**src/sv/uvol_pkg.sv**
```systemverilog
// Shared types and constants for the unique value ordered list.
package uvol_pkg;

    localparam int DEFAULT_CAPACITY = 16;
    localparam int VALUE_W = 32;

    typedef enum logic [1:0] {
        OP_INSERT = 2'd0,
        OP_LOOKUP = 2'd1,
        OP_FIRST  = 2'd2,
        OP_NEXT   = 2'd3
    } t_opcode;

    typedef logic signed [VALUE_W-1:0] t_value;

endpackage

```
**src/sv/unique_value_ordered_list_top.sv**
```systemverilog
// Top level: insertion-ordered set of distinct values with a cursor, scanned from memory.
// Insert and lookup read the stored entries one per cycle, then give their result.
// A successful get reads its entry from the table, a failing get does not;
// one word is handled at a time.
// Reset is synchronous and active low; it clears the fill count and the cursor and
// leaves the entry table undefined, with no clearing pass. The receiver cannot stall.
module unique_value_ordered_list_top #(
    parameter int CAPACITY = uvol_pkg::DEFAULT_CAPACITY
) (
    input  logic             i_clk,
    input  logic             i_rst_n,
    input  logic             start,
    output logic             busy,
    input  logic [1:0]       i_opcode,
    input  uvol_pkg::t_value i_item_value,
    output logic             o_valid,
    output logic             o_ok,
    output uvol_pkg::t_value o_out_value
);

    localparam int AW = (CAPACITY > 1) ? $clog2(CAPACITY) : 1;
    localparam int CW = $clog2(CAPACITY + 1);

    typedef enum logic [1:0] {
        S_IDLE,
        S_SCAN,
        S_GET
    } t_state;

    t_state           r_state, n_state;
    uvol_pkg::t_opcode r_op, n_op;
    uvol_pkg::t_value r_value, n_value;
    logic [CW-1:0]    r_fill, n_fill;
    logic [AW-1:0]    r_cursor, n_cursor;
    logic [CW-1:0]    r_idx, n_idx;
    logic [AW-1:0]    r_pidx, n_pidx;
    logic             r_pend, n_pend;
    logic [AW-1:0]    r_gidx, n_gidx;
    logic             r_valid, n_valid;
    logic             r_ok, n_ok;
    uvol_pkg::t_value r_out, n_out;

    logic             wr_en;
    logic [AW-1:0]    wr_addr;
    logic             rd_en;
    logic [AW-1:0]    rd_addr;
    uvol_pkg::t_value rd_data;
    logic [CW-1:0]    next_pos;
    logic             match;

    uvol_mem #(
        .DEPTH(CAPACITY),
        .AW   (AW)
    ) u_mem (
        .i_clk    (i_clk),
        .i_wr_en  (wr_en),
        .i_wr_addr(wr_addr),
        .i_wr_data(r_value),
        .i_rd_en  (rd_en),
        .i_rd_addr(rd_addr),
        .o_rd_data(rd_data)
    );

    assign next_pos = CW'(r_cursor) + CW'(1);
    assign match    = r_pend && (rd_data == r_value);

    always_comb begin
        n_state  = r_state;
        n_op     = r_op;
        n_value  = r_value;
        n_fill   = r_fill;
        n_cursor = r_cursor;
        n_idx    = r_idx;
        n_pidx   = r_pidx;
        n_pend   = r_pend;
        n_gidx   = r_gidx;
        n_valid  = 1'b0;
        n_ok     = 1'b0;
        n_out    = '0;
        wr_en    = 1'b0;
        wr_addr  = r_fill[AW-1:0];
        rd_en    = 1'b0;
        rd_addr  = r_idx[AW-1:0];
        unique case (r_state)
            S_IDLE: begin
                if (start) begin
                    n_op    = uvol_pkg::t_opcode'(i_opcode);
                    n_value = i_item_value;
                    unique case (uvol_pkg::t_opcode'(i_opcode))
                        uvol_pkg::OP_INSERT, uvol_pkg::OP_LOOKUP: begin
                            n_idx   = '0;
                            n_pend  = 1'b0;
                            n_state = S_SCAN;
                        end
                        uvol_pkg::OP_FIRST: begin
                            if (r_fill != '0) begin
                                rd_en   = 1'b1;
                                rd_addr = '0;
                                n_gidx  = '0;
                                n_state = S_GET;
                            end else begin
                                n_valid = 1'b1;
                            end
                        end
                        uvol_pkg::OP_NEXT: begin
                            if (r_fill != '0 && next_pos < r_fill) begin
                                rd_en   = 1'b1;
                                rd_addr = next_pos[AW-1:0];
                                n_gidx  = next_pos[AW-1:0];
                                n_state = S_GET;
                            end else begin
                                n_valid = 1'b1;
                            end
                        end
                        default: begin
                            n_valid = 1'b1;
                        end
                    endcase
                end
            end
            S_SCAN: begin
                priority if (match) begin
                    n_cursor = r_pidx;
                    n_ok     = (r_op == uvol_pkg::OP_LOOKUP);
                    n_valid  = 1'b1;
                    n_state  = S_IDLE;
                end else if (r_idx < r_fill) begin
                    rd_en   = 1'b1;
                    n_pidx  = r_idx[AW-1:0];
                    n_pend  = 1'b1;
                    n_idx   = r_idx + CW'(1);
                end else begin
                    n_cursor = '0;
                    n_valid  = 1'b1;
                    n_state  = S_IDLE;
                    if (r_op == uvol_pkg::OP_INSERT && r_fill < CW'(CAPACITY)) begin
                        wr_en  = 1'b1;
                        n_fill = r_fill + CW'(1);
                        n_ok   = 1'b1;
                    end
                end
            end
            S_GET: begin
                n_cursor = r_gidx;
                n_ok     = 1'b1;
                n_out    = rd_data;
                n_valid  = 1'b1;
                n_state  = S_IDLE;
            end
            default: begin
                n_state = S_IDLE;
            end
        endcase
    end

    always_ff @(posedge i_clk) begin
        if (!i_rst_n) begin
            r_state  <= S_IDLE;
            r_fill   <= '0;
            r_cursor <= '0;
            r_pend   <= 1'b0;
            r_valid  <= 1'b0;
        end else begin
            r_state  <= n_state;
            r_fill   <= n_fill;
            r_cursor <= n_cursor;
            r_pend   <= n_pend;
            r_valid  <= n_valid;
        end
        r_op    <= n_op;
        r_value <= n_value;
        r_idx   <= n_idx;
        r_pidx  <= n_pidx;
        r_gidx  <= n_gidx;
        r_ok    <= n_ok;
        r_out   <= n_out;
    end

    assign busy        = (r_state != S_IDLE);
    assign o_valid     = r_valid;
    assign o_ok        = r_ok;
    assign o_out_value = r_out;

endmodule

```
**src/sv/uvol_mem.sv**
```systemverilog
// Entry table: one write port and one registered read port.
module uvol_mem #(
    parameter int DEPTH = uvol_pkg::DEFAULT_CAPACITY,
    parameter int AW    = $clog2(DEPTH)
) (
    input  logic             i_clk,
    input  logic             i_wr_en,
    input  logic [AW-1:0]    i_wr_addr,
    input  uvol_pkg::t_value i_wr_data,
    input  logic             i_rd_en,
    input  logic [AW-1:0]    i_rd_addr,
    output uvol_pkg::t_value o_rd_data
);

    uvol_pkg::t_value r_mem [DEPTH];
    uvol_pkg::t_value r_rd_data;

    always_ff @(posedge i_clk) begin
        if (i_wr_en) begin
            r_mem[i_wr_addr] <= i_wr_data;
        end
        if (i_rd_en) begin
            r_rd_data <= r_mem[i_rd_addr];
        end
    end

    assign o_rd_data = r_rd_data;

endmodule
```
**config.mk**
```make
export PLATFORM = sky130hd
export DESIGN_NAME = unique_value_ordered_list_top
export DESIGN_NICKNAME = d
export VERILOG_FILES = /design/src/sv/uvol_pkg.sv /design/src/sv/unique_value_ordered_list_top.sv /design/src/sv/uvol_mem.sv
export SDC_FILE = /design/constraint.sdc
export NUM_CORES = 1
export LEC_CHECK = 0
export BUFFER_PORTS_ARGS = -buffer_cell sky130_fd_sc_hd__buf_2
export CORE_MARGIN = 2
export CORE_UTILIZATION = 25
export DETAILED_ROUTE_END_ITERATION = 8
export PLACE_DENSITY = 0.42
export SYNTH_ARGS = -nofsm -noshare
export SYNTH_HDL_FRONTEND = slang
export SYNTH_SLANG_ARGS = --single-unit
```
**constraint.sdc**
```tcl
create_clock -name i_clk -period 6.4 [get_ports i_clk]
set_input_delay 0.64 -clock i_clk [delete_from_list [all_inputs] [get_ports i_clk]]
set_output_delay 0.64 -clock i_clk [all_outputs]
set_load 0.01 [all_outputs]
```
==> results_dict.tcl <==
set metrics [dict create \
    outcome "finished clean" \
    cts_buffers 74 \
    powerDensity_mw_per_mm2 319 \
    start_util 0.252 \
    syn-cell-area_mm2 0.0247 \
    gr-usage-met3 0.0230 \
    cts_tree "yes" \
    crit_required_ns 6.75 \
    drive_gt1_frac 0.151 \
    die_h_um 318 \
    maxSlewViolCount 0 \
    tns_ns 0 \
    wirelength_um 71300 \
    top_usage_layer "met2" \
    preCtsSetupSlack_ns 1.59 \
    synthArstFlopShare 0 \
    setup.worst_path.class "reg -> reg" \
    whs_ns 0.203 \
    path_max_fanout 94 \
    path_clk_slew_ns 0.06 \
    cp_top_family "compound AO/OA/AOI/OAI gates" \
    h-tree-depth 3 \
    crit_arrival_ns 5.14 \
    worst_slew_pin_slew_ns 1.16 \
    rr_worst_depth 12 \
    postLayoutCellArea_mm2 0.0290 \
    multi_input_area_mm2 0.00575 \
    synth-edff-count 591 \
    cts_resized 0 \
    hold_end "r_value[1]$_DFFE_PP_" \
    pin_count 72 \
    rows 115 \
    grt_pass1_wl_um 102000 \
    viasPerCell 4.57 \
    diodes 0 \
    yosys_warnings 0 \
    yosys.area.top_type "edfxtp_1" \
    worstPathCellList "ha_1 -> xor2_1 -> ha_1 -> nand2_1 -> o21ai_0 -> a31oi_1 -> a21oi_4 -> buf_12 -> mux2_2 -> o21ai_0 -> o22ai_1 -> a311o_1" \
    avgSynthCellArea_um2 15.3 \
    use_met2 0.227 \
    clockRootBuffer "clkbuf_16" \
    synth_cell_types 60 \
    hp-start "i_item_value[1]" \
    postCtsSetupBuffers 0 \
    yosys_most_used_dff "edfxtp_1" \
    ys_seq_elements 637 \
    fin_util 0.296 \
    wl_per_cell_um 23.3 \
    drc 0 \
    grtUsageMet1 0.189 \
    drt_iter0_markers 1041 \
    p_leak_nw 9.82 \
    crit_path_start "r_cursor[0]$_SDFFE_PN0P_" \
    core-area_mm2 0.0981 \
    drt_first_pass_iters 5 \
    fin_crit_sh 0.748 \
    clk_latency_ns 0.62 \
    drv_cap 0 \
    syn_nets 1671 \
    grt_max_degree 98 \
    syn_inst 1616 \
    fin_skew_ns 0.0251 \
    clockBufferDepth 3 \
    grt-ovfl-total 0 \
    worst_slack_ns 1.61 \
    finalNonFillerCells 3058 \
    ys_top_cells_by_area "edfxtp_1 72%, dfxtp_1 3.7%, a21oi_1 3.5%" \
    grtUsageTotal 0.139 \
    finalHoldViolCount 0 \
    final_nets 1765 \
    ant_nets 0 \
    cp_slowest_stage_delay_ns 0.66 \
    cts_hold_buffers 0 \
    hold_path_depth 1 \
    grt_pass1_vias 14297 \
    worst_r2r_endpoint "u_mem.o_rd_data[8]$_DFFE_PP_" \
    vias 13961 \
    max_freq_mhz 209 \
    yosysMostFrequentCell "edfxtp_1" \
    syn2layout_area_growth_pct 17.5 \
    synthTopCellsByCount "591 x edfxtp_1, 219 x nand2_1, 173 x a21oi_1, 63 x o22ai_1, 62 x mux2i_1" \
    port_buffers 71 \
    relSlewSlack 0.222 \
    critPathBufInv 1 \
    critPathCaptureType "register" \
    peakVddDrop_v 0.000164 \
    n_fill_cell 9853 \
    globalplace.congestion 0.741 \
    place_hpwl_um 37200 \
    ff2ff_setup_slack_ns 1.61 \
    placedCellCount 2921 \
    place_area_mm2 0.0268 \
    fp.dieArea_mm2 0.101 \
    cts_sinks 637 \
    hp-class "in -> reg" \
    die_width_um 318 \
    cp-start-kind "register" \
    antenna_found_initial 3 \
    ys_seq_area_frac 0.756 \
    post-route-min-period_ns 4.79 \
    finalSetupViolations 0 \
    total_power_mw 9.25 \
    rsz0062_at_grt "false" \
    regArea_mm2 0.0187 \
    yosys.area.top_type_share 0.719 \
    crit_slowest_cell "a21oi_4" \
    rr_startpoint "r_cursor[0]$_SDFFE_PN0P_" \
]
-- worst max path at each step --
stage                                              end  cells past startpoint
final                     u_mem.o_rd_data[8]$_DFFE_PP_                     12
after global routing      u_mem.o_rd_data[8]$_DFFE_PP_                     12
after CTS                 u_mem.o_rd_data[8]$_DFFE_PP_                     12
after detailed placement  u_mem.o_rd_data[8]$_DFFE_PP_                     12
after global placement    u_mem.o_rd_data[8]$_DFFE_PP_                     12
after floorplan            u_mem.r_mem[3][0]$_DFFE_PP_                      6
-- registers in the layout (all words and copies together) (netlist names) --
name and count:
o_ok 1, r_pend 1, r_pidx 4, r_gidx 4, r_value 32, o_valid 1, r_fill 5, o_out_value 32
u_mem.r_mem 512, r_cursor 4, r_state 2, r_op 2, u_mem.o_rd_data 32, r_idx 5
-- cell usage in the layout (no fill, tap or decap), types with 35 or more instances in the layout --
cell type / Yosys / layout
buf_2: 24 / 71
and2_1: 40 / 40
a21o_1: 36 / 35
edfxtp_1: 591 / 591
nand2_1: 219 / 217
dfxtp_1: 46 / 46
a21oi_1: 173 / 173
mux2i_1: 62 / 62
o22ai_1: 63 / 62
clkbuf_16: 0 / 75
-- logic make-up (layout without fill, tap and decap cells) --
group | Yosys count | in the layout | share of synthesized area
AOI/OAI and AO/OA | 400 | 400 | 0.104
xor gates and xnor gates | 39 | 39 | 0.0138
and+or+nand+nor | 323 | 323 | 0.0587
muxes | 93 | 93 | 0.0393
buffers and inverters | 106 | 261 | 0.0191
DFF | 637 | 637 | 0.756
adders and majority gates | 18 | 18 | 0.00912
-- where the power goes --
part           internal, mW  leakage (nW)  switching, mW  total [mW]
logic                 0.231          3.01          0.409       0.640
registers              4.62          5.72         0.0742        4.69
clock network          2.24          1.08           1.68        3.92
total                  7.09          9.82           2.16        9.25
-- metal layers --
| metal | wire length, um | share of wire |
|---|---|---|
| met5 | 8 | 0.00011 |
| met4 | 1660 | 0.023 |
| met3 | 2690 | 0.038 |
| met2 | 33600 | 0.47 |
| met1 | 33300 | 0.47 |
-- area by class of cell --
cell class,count,area share
Multi-Input combinational cell,873,0.198
Tap cell,1287,0.0555
Timing Repair Buffer,109,0.0251
Inverter,15,0.00194
Sequential cell,637,0.643
Clock inverter,28,0.00677
Clock buffer,109,0.0697
-- worst reg2reg max path, cell delays in order, from the launching register on --
cell and delay (ns):
dfxtp_1 0.39, ha_1 0.20, xor2_1 0.44, ha_1 0.23, nand2_1 0.05, o21ai_0 0.54, a31oi_1 0.31, a21oi_4 0.66
buf_12 0.52, mux2_2 0.43, o21ai_0 0.28, o22ai_1 0.14, a311o_1 0.34
No activity file was read; power rests on OpenSTA's default activity.
